--- config.mk ---
export PLATFORM = sky130hd
export DESIGN_NAME = nmea_fixed_offset_field_capture_unit
export DESIGN_NICKNAME = d
export VERILOG_FILES = /design/src/rtl/nfc_pkg.sv /design/src/rtl/nmea_fixed_offset_field_capture_unit.sv /design/src/rtl/nfc_ctrl.sv /design/src/rtl/nfc_datapath.sv
export SDC_FILE = /design/constraint.sdc
export NUM_CORES = 1
export LEC_CHECK = 0
export ABC_AREA = 1
export BUFFER_PORTS_ARGS = -buffer_cell sky130_fd_sc_hd__buf_2
export CAP_MARGIN = 20
export CORE_MARGIN = 2
export CORE_UTILIZATION = 30
export CTS_CLUSTER_DIAMETER = 150
export DETAILED_ROUTE_END_ITERATION = 10
export PLACE_DENSITY_LB_ADDON = 0.08
export RECOVER_POWER = 100
export SYNTH_ARGS = -nofsm -noshare
export SYNTH_HDL_FRONTEND = slang
export SYNTH_SLANG_ARGS = --single-unit
--- constraint.sdc ---
create_clock -name clk -period 5.7 [get_ports clk]
set_input_delay 1.14 -clock clk [delete_from_list [all_inputs] [get_ports clk]]
set_output_delay 1.14 -clock clk [all_outputs]
set_load 0.05 [all_outputs]
--- src/rtl/nfc_pkg.sv ---
// nfc_pkg: shared types, field codes and sentence offsets for the nmea field capture unit
// used by nfc_ctrl, nfc_datapath and the top level; depends on nothing else
package nfc_pkg;

  // emitted field codes
  localparam logic [2:0] FLD_DATE = 3'd0;
  localparam logic [2:0] FLD_TIME = 3'd1;
  localparam logic [2:0] FLD_LAT  = 3'd2;
  localparam logic [2:0] FLD_LNG  = 3'd3;
  localparam logic [2:0] FLD_ALT  = 3'd4;

  // characters of interest
  localparam logic [7:0] CHR_COMMA = 8'h2C;
  localparam logic [7:0] CHR_ZERO  = 8'h30;

  // sentence headers, first byte at index 0
  localparam logic [7:0] HDR_GGA [6] = '{8'h24, 8'h47, 8'h50, 8'h47, 8'h47, 8'h41};
  localparam logic [7:0] HDR_RMC [6] = '{8'h24, 8'h47, 8'h50, 8'h52, 8'h4D, 8'h43};

  // byte positions within a line
  localparam logic [6:0] HDR_END      = 7'd5;
  localparam logic [6:0] TIME_POS     = 7'd7;
  localparam logic [6:0] TIME_END     = 7'd16;
  localparam logic [6:0] LAT_POS      = 7'd20;
  localparam logic [6:0] LAT_END      = 7'd28;
  localparam logic [6:0] LAT_HEMI_POS = 7'd30;
  localparam logic [6:0] LNG_POS      = 7'd32;
  localparam logic [6:0] LNG_END      = 7'd41;
  localparam logic [6:0] LNG_HEMI_POS = 7'd43;
  localparam logic [6:0] ALT_POS      = 7'd52;
  localparam logic [6:0] ALT_END      = 7'd57;
  localparam logic [6:0] DATE_POS     = 7'd57;
  localparam logic [6:0] DATE_END     = 7'd62;
  localparam logic [6:0] POS_MAX      = 7'd127;

  // controller to datapath
  typedef struct packed {
    logic accept;   // store the byte of an accepted item
    logic commit;   // copy captured fields into the records at line end
    logic load;     // move the next character into the output register
  } nfc_cmd_t;

  // datapath to controller
  typedef struct packed {
    logic emit_go;     // date and time held once this commit is done
    logic out_free;    // output register can take a character this cycle
    logic final_char;  // character being loaded closes the run
  } nfc_stat_t;

  // index of the final character of each field
  function automatic logic [3:0] fld_last(input logic [2:0] fid);
    logic [3:0] r;
    unique case (fid)
      FLD_DATE: r = 4'd5;
      FLD_TIME: r = 4'd9;
      FLD_LAT:  r = 4'd9;
      FLD_LNG:  r = 4'd10;
      FLD_ALT:  r = 4'd5;
      default:  r = 4'd0;
    endcase
    return r;
  endfunction

endpackage

--- src/rtl/nmea_fixed_offset_field_capture_unit.sv ---
// nmea_fixed_offset_field_capture_unit: top level of the nmea field capture block
// depends on nfc_pkg, nfc_ctrl and nfc_datapath
//
// Usage:
// - input channel in_*: one sentence byte per item in in_tdata, in_tlast on the
//   final byte of a line; byte 0 of a line is the byte after the previous in_tlast
// - bytes inside a line are taken one per cycle; position saturates at 127
// - at a line end the block checks the header in its commit state and copies
//   time, date, latitude, longitude and altitude from their fixed offsets
// - once date and time are held, every line end sends the held fields on the
//   out_* channel, one character per item, in order date, time, latitude,
//   longitude, altitude, with out_tlast on the final character (16 to 43 items)
// - emission runs at one item per cycle while out_tready is high, from the emission
//   pointer into a single output register; in_tready is low from the line end until
//   the final character is loaded
// - a stalled receiver holds the output register and pauses emission; the next
//   line may start while the final character still waits
// - reset clears the position, the held flags and the output valid; records
//   are empty until captured and are never sent before then
module nmea_fixed_offset_field_capture_unit (
  input  logic        clk,
  input  logic        rst_n,
  input  logic        in_tvalid,
  output logic        in_tready,
  input  logic [7:0]  in_tdata,   // data_byte
  input  logic        in_tlast,   // line_end
  output logic        out_tvalid,
  input  logic        out_tready,
  output logic [7:0]  out_tdata,  // char_code
  output logic [2:0]  out_tuser,  // field_id
  output logic        out_tlast   // last
);
  import nfc_pkg::*;

  nfc_cmd_t  cmd;
  nfc_stat_t st;

  // sequencer
  nfc_ctrl u_ctrl (
    .clk       (clk),
    .rst_n     (rst_n),
    .in_tvalid (in_tvalid),
    .in_tlast  (in_tlast),
    .in_tready (in_tready),
    .st        (st),
    .cmd       (cmd)
  );

  // capture, records and output register
  nfc_datapath u_dp (
    .clk        (clk),
    .rst_n      (rst_n),
    .in_byte    (in_tdata),
    .in_last    (in_tlast),
    .cmd        (cmd),
    .st         (st),
    .out_tvalid (out_tvalid),
    .out_tready (out_tready),
    .out_tdata  (out_tdata),
    .out_tuser  (out_tuser),
    .out_tlast  (out_tlast)
  );

endmodule

--- src/rtl/nfc_ctrl.sv ---
// nfc_ctrl: state machine for receive, commit and character emission
// depends on nfc_pkg for the command and status structs
module nfc_ctrl (
  input  logic                clk,
  input  logic                rst_n,
  input  logic                in_tvalid,
  input  logic                in_tlast,
  output logic                in_tready,
  input  nfc_pkg::nfc_stat_t  st,
  output nfc_pkg::nfc_cmd_t   cmd
);
  import nfc_pkg::*;

  typedef enum logic [2:0] {
    S_RECV   = 3'b001,
    S_COMMIT = 3'b010,
    S_EMIT   = 3'b100
  } state_t;

  state_t state_r, state_nxt;

  // next state and commands
  always_comb begin
    state_nxt  = state_r;
    cmd        = '0;
    in_tready  = 1'b0;
    unique case (state_r)
      S_RECV: begin
        in_tready  = 1'b1;
        cmd.accept = in_tvalid;
        if (in_tvalid && in_tlast) begin
          state_nxt = S_COMMIT;
        end
      end
      S_COMMIT: begin
        cmd.commit = 1'b1;
        state_nxt  = st.emit_go ? S_EMIT : S_RECV;
      end
      S_EMIT: begin
        if (st.out_free) begin
          cmd.load = 1'b1;
          if (st.final_char) begin
            state_nxt = S_RECV;
          end
        end
      end
      default: state_nxt = S_RECV;
    endcase
  end

  // state register
  always_ff @(posedge clk) begin
    if (!rst_n) begin
      state_r <= S_RECV;
    end else begin
      state_r <= state_nxt;
    end
  end

endmodule

--- src/rtl/nfc_datapath.sv ---
// nfc_datapath: byte position, field capture, held records and output register
// depends on nfc_pkg; driven by nfc_ctrl through command and status structs
module nfc_datapath (
  input  logic                clk,
  input  logic                rst_n,
  input  logic [7:0]          in_byte,
  input  logic                in_last,
  input  nfc_pkg::nfc_cmd_t   cmd,
  output nfc_pkg::nfc_stat_t  st,
  output logic                out_tvalid,
  input  logic                out_tready,
  output logic [7:0]          out_tdata,   // char_code
  output logic [2:0]          out_tuser,   // field_id
  output logic                out_tlast
);
  import nfc_pkg::*;

  logic [6:0] pos_r;
  logic [6:0] end_pos_r;

  // bytes captured from the current line
  logic [7:0] cand_hdr  [6];
  logic [7:0] cand_time [10];
  logic [7:0] cand_lat  [10];
  logic [7:0] cand_lng  [11];
  logic [7:0] cand_alt  [6];
  logic [7:0] cand_date [6];

  // held records
  logic [7:0] rec_time [10];
  logic [7:0] rec_lat  [10];
  logic [7:0] rec_lng  [11];
  logic [7:0] rec_alt  [6];
  logic [7:0] rec_date [6];
  logic [4:0] held_r, held_nxt;

  // emission pointer and output register
  logic [2:0] fid_r;
  logic [3:0] cidx_r;
  logic       out_valid_r;
  logic [7:0] out_data_r;
  logic [2:0] out_fid_r;
  logic       out_last_r;

  logic [6:0] off_time, off_lat, off_lng, off_alt, off_date;
  logic       is_gga, is_rmc, lat_zero, lng_zero, alt_comma;
  logic       take_time, take_lat, take_lng, take_date, take_alt;
  logic       nxt_found;
  logic [2:0] nxt_fid;
  logic [7:0] cur_char;
  logic       at_field_end;

  assign off_time = pos_r - TIME_POS;
  assign off_lat  = pos_r - LAT_POS;
  assign off_lng  = pos_r - LNG_POS;
  assign off_alt  = pos_r - ALT_POS;
  assign off_date = pos_r - DATE_POS;

  // position counter, saturating, back to zero after a line end
  always_ff @(posedge clk) begin
    if (!rst_n) begin
      pos_r <= '0;
    end else if (cmd.accept) begin
      if (in_last) begin
        pos_r <= '0;
      end else if (pos_r != POS_MAX) begin
        pos_r <= pos_r + 7'd1;
      end
    end
  end

  // capture bytes at their fixed offsets
  always_ff @(posedge clk) begin
    if (cmd.accept) begin
      end_pos_r <= pos_r;
      if (pos_r <= HDR_END) begin
        cand_hdr[pos_r[2:0]] <= in_byte;
      end
      if (pos_r >= TIME_POS && pos_r <= TIME_END) begin
        cand_time[off_time[3:0]] <= in_byte;
      end
      if (pos_r >= LAT_POS && pos_r <= LAT_END) begin
        cand_lat[off_lat[3:0]] <= in_byte;
      end
      if (pos_r == LAT_HEMI_POS) begin
        cand_lat[9] <= in_byte;
      end
      if (pos_r >= LNG_POS && pos_r <= LNG_END) begin
        cand_lng[off_lng[3:0]] <= in_byte;
      end
      if (pos_r == LNG_HEMI_POS) begin
        cand_lng[10] <= in_byte;
      end
      if (pos_r >= ALT_POS && pos_r <= ALT_END) begin
        cand_alt[off_alt[2:0]] <= in_byte;
      end
      if (pos_r >= DATE_POS && pos_r <= DATE_END) begin
        cand_date[off_date[2:0]] <= in_byte;
      end
    end
  end

  // line type and field checks at line end
  always_comb begin
    is_gga = (end_pos_r >= HDR_END);
    is_rmc = (end_pos_r >= HDR_END);
    for (int i = 0; i < 6; i++) begin
      if (cand_hdr[i] != HDR_GGA[i]) is_gga = 1'b0;
      if (cand_hdr[i] != HDR_RMC[i]) is_rmc = 1'b0;
    end
    alt_comma = 1'b0;
    for (int i = 0; i < 6; i++) begin
      if (cand_alt[i] == CHR_COMMA) alt_comma = 1'b1;
    end
    lat_zero = (cand_lat[0] == CHR_ZERO) && (cand_lat[1] == CHR_ZERO) &&
               (cand_lat[2] == CHR_ZERO) && (cand_lat[3] == CHR_ZERO);
    lng_zero = (cand_lng[0] == CHR_ZERO) && (cand_lng[1] == CHR_ZERO) &&
               (cand_lng[2] == CHR_ZERO) && (cand_lng[3] == CHR_ZERO);
    take_alt  = is_gga && (end_pos_r >= ALT_END) && !alt_comma;
    take_time = is_rmc && (end_pos_r >= TIME_END);
    take_lat  = is_rmc && (end_pos_r >= LAT_HEMI_POS) && !lat_zero;
    take_lng  = is_rmc && (end_pos_r >= LNG_HEMI_POS) && !lng_zero;
    take_date = is_rmc && (end_pos_r >= DATE_END);
    held_nxt  = held_r | {take_alt, take_lng, take_lat, take_time, take_date};
  end

  // records and held flags
  always_ff @(posedge clk) begin
    if (cmd.commit) begin
      if (take_time) rec_time <= cand_time;
      if (take_lat)  rec_lat  <= cand_lat;
      if (take_lng)  rec_lng  <= cand_lng;
      if (take_alt)  rec_alt  <= cand_alt;
      if (take_date) rec_date <= cand_date;
    end
  end

  always_ff @(posedge clk) begin
    if (!rst_n) begin
      held_r <= '0;
    end else if (cmd.commit) begin
      held_r <= held_nxt;
    end
  end

  // next held field after the current one
  always_comb begin
    nxt_found = 1'b0;
    nxt_fid   = fid_r;
    for (int k = 4; k > 0; k--) begin
      if (3'(k) > fid_r && held_r[k]) begin
        nxt_found = 1'b1;
        nxt_fid   = 3'(k);
      end
    end
  end

  // character under the emission pointer
  always_comb begin
    unique case (fid_r)
      FLD_DATE: cur_char = rec_date[cidx_r[2:0]];
      FLD_TIME: cur_char = rec_time[cidx_r];
      FLD_LAT:  cur_char = rec_lat[cidx_r];
      FLD_LNG:  cur_char = rec_lng[cidx_r];
      FLD_ALT:  cur_char = rec_alt[cidx_r[2:0]];
      default:  cur_char = '0;
    endcase
  end

  assign at_field_end  = (cidx_r == fld_last(fid_r));
  assign st.emit_go    = held_nxt[FLD_DATE] && held_nxt[FLD_TIME];
  assign st.out_free   = !out_valid_r || out_tready;
  assign st.final_char = at_field_end && !nxt_found;

  // emission pointer
  always_ff @(posedge clk) begin
    if (!rst_n) begin
      fid_r  <= FLD_DATE;
      cidx_r <= '0;
    end else if (cmd.commit) begin
      fid_r  <= FLD_DATE;
      cidx_r <= '0;
    end else if (cmd.load) begin
      if (at_field_end) begin
        fid_r  <= nxt_fid;
        cidx_r <= '0;
      end else begin
        cidx_r <= cidx_r + 4'd1;
      end
    end
  end

  // output register
  always_ff @(posedge clk) begin
    if (!rst_n) begin
      out_valid_r <= 1'b0;
    end else if (cmd.load) begin
      out_valid_r <= 1'b1;
    end else if (out_tready) begin
      out_valid_r <= 1'b0;
    end
  end

  always_ff @(posedge clk) begin
    if (cmd.load) begin
      out_data_r <= cur_char;
      out_fid_r  <= fid_r;
      out_last_r <= at_field_end && !nxt_found;
    end
  end

  assign out_tvalid = out_valid_r;
  assign out_tdata  = out_data_r;
  assign out_tuser  = out_fid_r;
  assign out_tlast  = out_last_r;

`ifndef NO_ASSERTIONS
  // a character is never loaded over one still waiting
  a_load_free: assert property (@(posedge clk) disable iff (!rst_n)
    cmd.load |-> (!out_valid_r || out_tready))
    else $error("character loaded over a waiting one");

  // emission only runs with date and time held
  a_load_held: assert property (@(posedge clk) disable iff (!rst_n)
    cmd.load |-> (held_r[FLD_DATE] && held_r[FLD_TIME]))
    else $error("emission without date and time held");

  // pointer stays inside a valid field
  a_ptr_range: assert property (@(posedge clk) disable iff (!rst_n)
    cmd.load |-> (fid_r <= FLD_ALT && cidx_r <= fld_last(fid_r)))
    else $error("emission pointer out of range");

  // no byte taken while a line is being committed or emitted
  a_excl: assert property (@(posedge clk) disable iff (!rst_n)
    cmd.accept |-> !(cmd.commit || cmd.load))
    else $error("byte accepted during commit or emission");
`endif

endmodule
==> out/summary.txt, run 1 <==
footprint of the multi-input gates -> 0.004681 mm²
most frequent cell after synthesis -> sky130_fd_sc_hd__edfxtp_1
DRT antenna net count -> 0
sink count of the clock tree -> 778
CTS Hold Bufs -> 0
critical path startpoint category -> flip-flop
combinational power share -> 0.039
initial antenna violation count -> 2
H-tree depth -> 3
Finish-stage setup viols -> 0
final clock skew -> 0.02686 ns
class of the worst hold path -> flip-flop to flip-flop
max-cap check violation count -> 16
number of different library cells in the post-synthesis netlist -> 55
Post-Synthesis Net Count -> 1937
number of global-route vias before repair -> 16010
io pins -> 27
standard-cell rows -> 113
Mapped Area -> 0.02867 mm²
data arrival at the endpoint of the critical path -> 4.47 ns
fill count -> 9192
starting utilization of the core area -> 0.3022
# DRC -> 0
leakage power summed over all cells -> 0.01070 µW
dominant cells by area after synthesis -> sky130_fd_sc_hd__edfxtp_1, sky130_fd_sc_hd__nor2_1, sky130_fd_sc_hd__nand2_1
final number of max-transition violations -> 443
setup TNS after final layout -> 0 ns
die outline area -> 0.09805 mm²
overall overflow remaining after global route -> 0
switching component of the power -> 2674 µW
post-CTS setup buffer count -> 0
count of flip-flops with a built-in enable after synthesis -> 755
run status -> finished, violations left
Core Util, Final -> 0.3457
PnR Total Power -> 12190 µW
Routed WL per cell -> 23.38 µm
headroom to the max-slew limit -> -0.8061
Die Ht -> 313.1 µm
post-synth top area share -> 0.7909
Die X-Extent -> 313.1 µm
Most used DFF post-synth -> sky130_fd_sc_hd__edfxtp_1
final count of hold timing violations -> 0
most used standard cells in the synthesized netlist -> sky130_fd_sc_hd__edfxtp_1, sky130_fd_sc_hd__nor2_1, sky130_fd_sc_hd__nand2_1
violated checks -> max-capacitance violations, max-slew violations
maximum fanout along the worst path -> 54
Area Growth Syn to Fin -> 14.40%
Sequential Area -> 0.02313 mm²
length of the first detailed-routing pass in iterations -> 5
Crit. End Element -> flip-flop
global-route total usage across every layer -> 0.1593
internal power -> 9521 µW
global-route wire length before repair -> 112900 µm
fmax -> 0.2439 GHz
pin count of the biggest net entering global routing -> 62
sequential share of the synthesized area -> 0.8069
kind of critical path -> flip-flop to flip-flop
fraction of synthesis flops using an asynchronous set or reset pin -> 0
Port Buffers -> 26
final worst path period share -> 0.7192
drt first-iter violations -> 1255
data required time at the worst endpoint -> 6.07 ns
Clock power frac -> 0.443
largest area contributor in the netlist -> sky130_fd_sc_hd__edfxtp_1
clock tree from TritonCTS -> yes
count of yosys warnings during synthesis -> 0
share of post-route cells with drive strength above 1 -> 0.08092
Post-Syn Area per Cell -> 14.95 µm²
aggregate routed wire length -> 78140 µm
#FFs+latches synth -> 778
final-stage net count -> 2026
post-route minimum period -> 4.099 ns
Power Density -> 371.8 mW/mm²
clock latency on the worst-skew pair -> 0.63 ns
cell at the root of the clock tree -> sky130_fd_sc_hd__clkbuf_16
last weighted congestion value of the routability-driven placer -> 0.8176
post-detailed-route via-to-cell ratio -> 4.632
RSZ-0062 raised after global routing -> no
count of cells resized by post-cts repair -> 0
Worst Max-Slew Pin Slew -> 2.709 ns
detailed placement HPWL -> 50200 µm
clock tree buffer depth -> 3
peak supply drop -> 0.0002353 V
clock slew seen by the registers of the worst setup and hold paths -> 0.06 ns
TritonCTS buffer count -> 87
sequential group share of total power -> 0.518
total via count after detailed routing -> 15480
Core ar. -> 0.09487 mm²
Sw Ratio -> 0.2193
Cells after Synth -> 1917
power by group through the flow:
stage               clock [µW]  sequential [µW]  combinational, µW
floorplan                    0             6420                263
global placement             0             6430                500
detailed placement           0             6430                500
CTS                       5560             6310                502
global route              5780             6320                526
finish                    5400             6320                476
stage by stage:
step                setup WS [ns]  cell area, µm²  std cells  hold WS, ns
finish                      1.601           32800       3342       0.4068
global route                1.307           32790       3341       0.4160
detailed placement          2.088           30210       3179       0.4045
global placement            2.217           30150       3173       0.4000
floorplan                   2.421           28670       1917       0.4003
CTS                         2.067           32950       3338       0.4109
cell families (layout without fill, tap and decap cells):
| kind of cell | count (synthesis) | count (layout) | share of synthesized area |
|---|---|---|---|
| xor gates and xnor gates | 3 | 3 | 0.0009167 |
| other | 0 | 1 | 0 |
| buffers and inverters | 159 | 318 | 0.02815 |
| adders and majority gates | 7 | 7 | 0.003055 |
| muxes | 4 | 4 | 0.001397 |
| and+or+nand+nor | 655 | 655 | 0.09558 |
| AOI/OAI and AO/OA | 311 | 311 | 0.06398 |
| DFF | 778 | 778 | 0.8069 |
cells in the final DEF (no fill, tap or decap), types with 5 or more instances in the layout:
cell and count:
sky130_fd_sc_hd__edfxtp_1 755, sky130_fd_sc_hd__o21ai_0 130, sky130_fd_sc_hd__bufinv_16 6, sky130_fd_sc_hd__nor4_1 9, sky130_fd_sc_hd__clkinv_1 16, sky130_fd_sc_hd__dfxtp_1 23, sky130_fd_sc_hd__o21ai_1 44, sky130_fd_sc_hd__nor2_1 273
sky130_fd_sc_hd__a2bb2oi_1 6, sky130_fd_sc_hd__nand2_1 263, sky130_fd_sc_hd__clkbuf_16 87, sky130_fd_sc_hd__o21a_1 12, sky130_fd_sc_hd__clkinvlp_4 6, sky130_fd_sc_hd__buf_4 11, sky130_fd_sc_hd__clkinv_2 18, sky130_fd_sc_hd__a22oi_1 61
sky130_fd_sc_hd__nor3_1 24, sky130_fd_sc_hd__inv_2 9, sky130_fd_sc_hd__clkbuf_1 65, sky130_fd_sc_hd__clkbuf_8 5, sky130_fd_sc_hd__ha_1 7, sky130_fd_sc_hd__nand3b_1 5, sky130_fd_sc_hd__a21oi_1 40, sky130_fd_sc_hd__inv_1 82
sky130_fd_sc_hd__nand3_1 55, sky130_fd_sc_hd__nand4_1 13
worst max-delay path, stage by stage (launching register included):
cell and delay [ns]:
sky130_fd_sc_hd__dfxtp_1 1.17, sky130_fd_sc_hd__clkinvlp_2 0.59, sky130_fd_sc_hd__buf_4 0.43, sky130_fd_sc_hd__buf_4 0.43, sky130_fd_sc_hd__nor2_1 0.17, sky130_fd_sc_hd__o21ai_0 0.24
sky130_fd_sc_hd__nand2_1 0.12, sky130_fd_sc_hd__nand2_1 0.08, sky130_fd_sc_hd__nand2_1 0.12, sky130_fd_sc_hd__o21ai_0 0.18, sky130_fd_sc_hd__nand2_1 0.12, sky130_fd_sc_hd__nand3_1 0.07
sequential cells by signal (all words and copies together) (netlist names), 5 cells and up:
name            count
u_dp.rec_lng       88
u_dp.out_tdata      8
u_dp.cand_date     48
u_dp.cand_lng      88
u_dp.rec_date      48
u_dp.rec_time      80
u_dp.end_pos_r      7
u_dp.cand_time     80
u_dp.rec_alt       48
u_dp.cand_lat      80
u_dp.pos_r          7
u_dp.held_r         5
u_dp.cand_hdr      48
u_dp.cand_alt      48
u_dp.rec_lat       80
worst paths after layout:
kind,from,endpoint,slack (ns),cells past startpoint
worst max-delay path,u_dp.cidx_r[0],u_dp.out_tdata[4],1.60,11
worst min-delay path,u_dp.cand_lat[14],u_dp.rec_lat[14],0.41,0
worst max register to register,u_dp.cidx_r[0],u_dp.out_tdata[4],1.60,11
worst min register to register,u_dp.cand_lat[14],u_dp.rec_lat[14],0.41,0
area by class of cell:
class                   count  share of cell area
diodes                      1          0.00007630
clock buffers             110             0.07054
clock inverters            49             0.01312
inverters                  99             0.01171
multi-input cells         980              0.1427
flip-flops and latches    778              0.7054
well taps                1265             0.04826
repair buffers             60            0.008203
routing by layer:
| metal | vias to the layer above | part of all wire | GRT usage |
|---|---|---|---|
| li1 | 7203 | - | - |
| met1 | 7872 | 0.46 | 0.2180 |
| met2 | 290 | 0.48 | 0.2598 |
| met3 | 112 | 0.035 | 0.02772 |
| met4 | 2 | 0.026 | 0.04676 |
| met5 | - | 0.00017 | 0 |
(Power assumes the default switching activity.)
==> inputs of run 2 (changes only) <==
Clock period 5.7 ns to 3.5 ns, I/O delays scaled along.
==> out/summary.txt, run 2 (same netlist as run 1, synthesis figures left out) <==
Critical-path top delay cell -> sky130_fd_sc_hd__dfxtp_2
startpoint of the worst setup timing path -> u_dp.cidx_r[0]
maximum fanout along the worst path -> 62
cell at the root of the clock tree -> sky130_fd_sc_hd__clkbuf_16
cells along the critical path -> clkinv_2 -> buf_4 -> o21ai_1 -> nor2_1 -> o21ai_0 -> nand2_1 -> nand2_1 -> nand3_1
Sw Ratio -> 0.2185
last weighted congestion value of the routability-driven placer -> 0.8456
internal power -> 15620 µW
post-detailed-route via-to-cell ratio -> 4.619
critical path startpoint category -> flip-flop
Routed WL per cell -> 22.81 µm
H-tree depth -> 3
Area Growth Syn to Fin -> 15.80%
Die X-Extent -> 313.1 µm
most common cell after layout, fill and taps aside -> sky130_fd_sc_hd__edfxtp_1
drt first-iter violations -> 1510
data required time at the worst endpoint -> 3.89 ns
final clock skew -> 0.03265 ns
sequential group share of total power -> 0.515
kind of critical path -> flip-flop to flip-flop
post-CTS setup buffer count -> 0
maximum single-stage delay on the critical path -> 0.95 ns
total via count after detailed routing -> 15630
detailed placement HPWL -> 49950 µm
peak supply drop -> 0.0003395 V
leakage power summed over all cells -> 0.01089 µW
Core ar. -> 0.09487 mm²
clock slew seen by the registers of the worst setup and hold paths -> 0.06 ns
overall overflow remaining after global route -> 0
share of post-route cells with drive strength above 1 -> 0.08928
clock latency on the worst-skew pair -> 0.65 ns
Crit path max-delay family -> flip-flops
Port Buffers -> 26
Clock power frac -> 0.446
Power Density -> 601.9 mW/mm²
Crit. End Element -> flip-flop
io pins -> 27
number of global-route vias before repair -> 16160
# DRC -> 0
clock tree from TritonCTS -> yes
class of the worst hold path -> primary input to flip-flop
combinational power share -> 0.039
TritonCTS buffer count -> 86
registers with the most flip-flops -> u_dp.cand_lng x88, u_dp.rec_lng x88
max-cap check violation count -> 8
depth of the critical timing path with buffers and inverters included -> 8
setup TNS after final layout -> 0 ns
pin count of the biggest net entering global routing -> 81
headroom to the max-slew limit -> -0.5112
Worst Max-Slew Pin Slew -> 2.267 ns
switching component of the power -> 4367 µW
data arrival at the endpoint of the critical path -> 3.47 ns
global-route wire length before repair -> 112200 µm
final-stage net count -> 2064
origin of the worst min-delay path -> out_tready
starting utilization of the core area -> 0.3022
run status -> finished, violations left
worst r2r src -> u_dp.cidx_r[0]
violated checks -> max-capacitance violations, max-slew violations
aggregate routed wire length -> 77190 µm
final number of max-transition violations -> 205
Most common cell on crit path -> sky130_fd_sc_hd__nand2_1
Finish-stage setup viols -> 0
fmax -> 0.3242 GHz
count of buffering cells on the critical path with inverters included -> 2
RSZ-0062 raised after global routing -> no
die outline area -> 0.09805 mm²
standard-cell rows -> 113
DRT antenna net count -> 0
initial antenna violation count -> 1
number of cells traversed by the worst hold path -> 4
number of cell instances on the worst register-to-register path -> 8
post-route cell area -> 0.03320 mm²
count of cells resized by post-cts repair -> 0
length of the first detailed-routing pass in iterations -> 5
CTS Hold Bufs -> 0
final worst path period share -> 0.8812
clock tree buffer depth -> 3
placed inst area -> 0.03068 mm²
global-route total usage across every layer -> 0.1583
sink count of the clock tree -> 778
post-route minimum period -> 3.084 ns
Die Ht -> 313.1 µm
final count of hold timing violations -> 0
leading cell types in the layout, fill and taps excluded -> sky130_fd_sc_hd__edfxtp_1, sky130_fd_sc_hd__nor2_1, sky130_fd_sc_hd__nand2_1
## run 2: path summary, 6_finish.rpt
| check | slack, ns | end |
|---|---|---|
| setup / recovery | 0.42 | u_dp.out_tdata[2] |
| hold / removal | 0.36 | u_dp.out_tvalid |
| setup reg to reg | 0.42 | u_dp.out_tdata[2] |
| hold reg to reg | 0.41 | u_dp.rec_date[5] |
## run 2: tightest hold or removal path, stage by stage
cell and delay [ns]:
sky130_fd_sc_hd__buf_2 0.08, sky130_fd_sc_hd__nor2_1 0.05, sky130_fd_sc_hd__inv_1 0.06, sky130_fd_sc_hd__a21oi_1 0.06
## run 2: layout make-up
type | count | area [µm²]
well taps | 1265 | 1583
fillers | 9154 | 61670
inverters | 99 | 384.1
clock buffers | 108 | 2275
clock inverters | 53 | 518.0
multi-input cells | 980 | 4687
repair buffers | 99 | 613.1
flip-flops and latches | 778 | 23130
diodes | 2 | 5.005
## run 2: power groups by stage
stage	Clock (µW)	Combinational [µW]	Sequential (µW)
4_1_cts	9190	825	10300
3_3_place_gp	0	825	10500
2_1_floorplan	0	428	10500
5_1_grt	9530	861	10300
3_5_place_dp	0	823	10500
6_report	8920	779	10300
## run 2: per-stage QoR
stage               setup WS [ns]  hold WS [ns]  total power [µW]  instances    util
floorplan                  0.2210        0.4003             10890       1917       -
global placement           0.6171        0.4002             11300       3221  0.3234
detailed placement         0.6592        0.4045             11300       3221  0.3234
CTS                        0.6482        0.3182             20290       3382  0.3529
global route               0.2208        0.3466             20680       3382  0.3499
finish                     0.4158        0.3646             19980       3384  0.3499
## run 2: per-layer routing
metal  wire length [µm]  vias to the layer above  GRT usage
li1                   -                     7287          -
met1              36430                     7900     0.2225
met2              35510                      329     0.2502
met3               2982                      116    0.02660
met4               2274                        0    0.05089
met5                  0                        -          0
==> inputs of run 3 (changes only) <==
Settings changed: CAP_MARGIN 20 to 25.
Clock period 3.5 ns to 3.9 ns, I/O delays scaled along.
==> out/summary.txt, run 3 (same netlist as run 1, synthesis figures left out) <==
maximum fanout along the worst path -> 12
drt first-iter violations -> 1403
Die X-Extent -> 313.1 µm
clock tree buffer depth -> 3
Power Density -> 543.2 mW/mm²
detailed placement HPWL -> 51020 µm
leading cell types in the layout, fill and taps excluded -> sky130_fd_sc_hd__edfxtp_1, sky130_fd_sc_hd__nor2_1, sky130_fd_sc_hd__nand2_1
Crit. End Element -> flip-flop
final-stage net count -> 2046
CTS Hold Bufs -> 0
startpoint of the worst setup timing path -> u_dp.pos_r[0]
data arrival at the endpoint of the critical path -> 3.60 ns
Area Growth Syn to Fin -> 15.14%
PnR Total Power -> 17930 µW
kind of critical path -> flip-flop to flip-flop
registers with the most flip-flops -> u_dp.cand_lng x88, u_dp.rec_lng x88
total via count after detailed routing -> 15600
data required time at the worst endpoint -> 4.16 ns
max-cap check violation count -> 9
cell at the root of the clock tree -> sky130_fd_sc_hd__clkbuf_16
cells along the critical path -> inv_1 -> nand2_1 -> nand2_1 -> a2111oi_0 -> nand2_1 -> nor2_1 -> clkbuf_1
post-detailed-route via-to-cell ratio -> 4.648
pin count of the biggest net entering global routing -> 90
maximum single-stage delay on the critical path -> 0.91 ns
Most common cell on crit path -> sky130_fd_sc_hd__nand2_1
final number of max-transition violations -> 237
final count of hold timing violations -> 0
class of the worst hold path -> flip-flop to flip-flop
clock tree from TritonCTS -> yes
critical path startpoint category -> flip-flop
post-CTS setup buffer count -> 0
H-tree depth -> 3
violated checks -> max-capacitance violations, max-slew violations
Die Ht -> 313.1 µm
Core ar. -> 0.09487 mm²
run status -> finished, violations left
starting utilization of the core area -> 0.3022
global-route wire length before repair -> 112400 µm
standard-cell rows -> 113
io pins -> 27
headroom to the max-slew limit -> -1.018
number of global-route vias before repair -> 15900
number of inserted diodes -> 0
most common cell after layout, fill and taps aside -> sky130_fd_sc_hd__edfxtp_1
count of cells resized by post-cts repair -> 0
origin of the worst min-delay path -> u_dp.cand_date[38]
# DRC -> 0
Port Buffers -> 26
share of post-route cells with drive strength above 1 -> 0.08031
die outline area -> 0.09805 mm²
length of the first detailed-routing pass in iterations -> 5
final clock skew -> 0.03045 ns
clock latency on the worst-skew pair -> 0.64 ns
post-route minimum period -> 3.337 ns
TritonCTS buffer count -> 86
worst r2r src -> u_dp.pos_r[0]
final worst path period share -> 0.8557
fmax -> 0.2996 GHz
peak supply drop -> 0.0003200 V
setup TNS after final layout -> 0 ns
Worst Max-Slew Pin Slew -> 3.027 ns
last weighted congestion value of the routability-driven placer -> 0.8529
leakage power summed over all cells -> 0.01079 µW
Critical-path top delay cell -> sky130_fd_sc_hd__a2111oi_0
DRT antenna net count -> 0
aggregate routed wire length -> 78280 µm
count of buffering cells on the critical path with inverters included -> 2
clock slew seen by the registers of the worst setup and hold paths -> 0.06 ns
initial antenna violation count -> 3
sink count of the clock tree -> 778
Routed WL per cell -> 23.32 µm
Crit path max-delay family -> compound AO/OA/AOI/OAI gates
Finish-stage setup viols -> 0
global-route total usage across every layer -> 0.1589
Core Util, Final -> 0.3479
RSZ-0062 raised after global routing -> no
overall overflow remaining after global route -> 0
-- run 3: final timing paths --
check                                          end  slack [ns]  depth (start not counted)
worst min-delay path             u_dp.rec_date[38]        0.41                          0
worst max register to register  u_dp.cand_date[37]        0.56                          7
worst min register to register   u_dp.rec_date[38]        0.41                          0
worst max-delay path            u_dp.cand_date[37]        0.56                          7
-- run 3: where the power goes --
part	leakage, µW	total [µW]	internal [µW]	switching [µW]
Clock	0.00133	7990	4670	3320
Combinational	0.00247	715	146	569
Sequential	0.00698	9230	9170	54.3
Total	0.0108	17900	14000	3940
-- run 3: layout make-up --
class	count	area (µm²)
fill	9131	61860
sequential	778	23140
tap	1265	1583
inverter	99	384.1
timing repair buffer	81	456.7
multi-input combinational	980	4693
clock inverter	51	495.5
clock buffer	103	2258
-- run 3: per-layer routing --
metal	up-vias	global-route usage	part of all wire
met3	115	0.02362	0.039
met1	7929	0.2210	0.47
li1	7231	-	-
met2	327	0.2559	0.47
met4	0	0.05111	0.027
met5	-	0	0
-- run 3: worst reg2reg max path, stage by stage (launching register included) --
cell                        delay (ns)
sky130_fd_sc_hd__dfxtp_1          0.56
sky130_fd_sc_hd__inv_1            0.33
sky130_fd_sc_hd__nand2_1          0.19
sky130_fd_sc_hd__nand2_1          0.08
sky130_fd_sc_hd__a2111oi_0        0.91
sky130_fd_sc_hd__nand2_1          0.24
sky130_fd_sc_hd__nor2_1           0.15
sky130_fd_sc_hd__clkbuf_1         0.51
-- run 3: per-stage QoR --
| stage | setup slack (ns) | instances | hold WS (ns) | area [µm²] |
|---|---|---|---|---|
| floorplan | 0.6210 | 1917 | 0.4003 | 28670 |
| global placement | 0.7500 | 3202 | 0.4004 | 30490 |
| detailed placement | 0.7876 | 3203 | 0.4045 | 30500 |
| CTS | 0.7784 | 3357 | 0.4129 | 33260 |
| global route | 0.3180 | 3357 | 0.4179 | 33010 |
| finish | 0.5627 | 3357 | 0.4139 | 33010 |
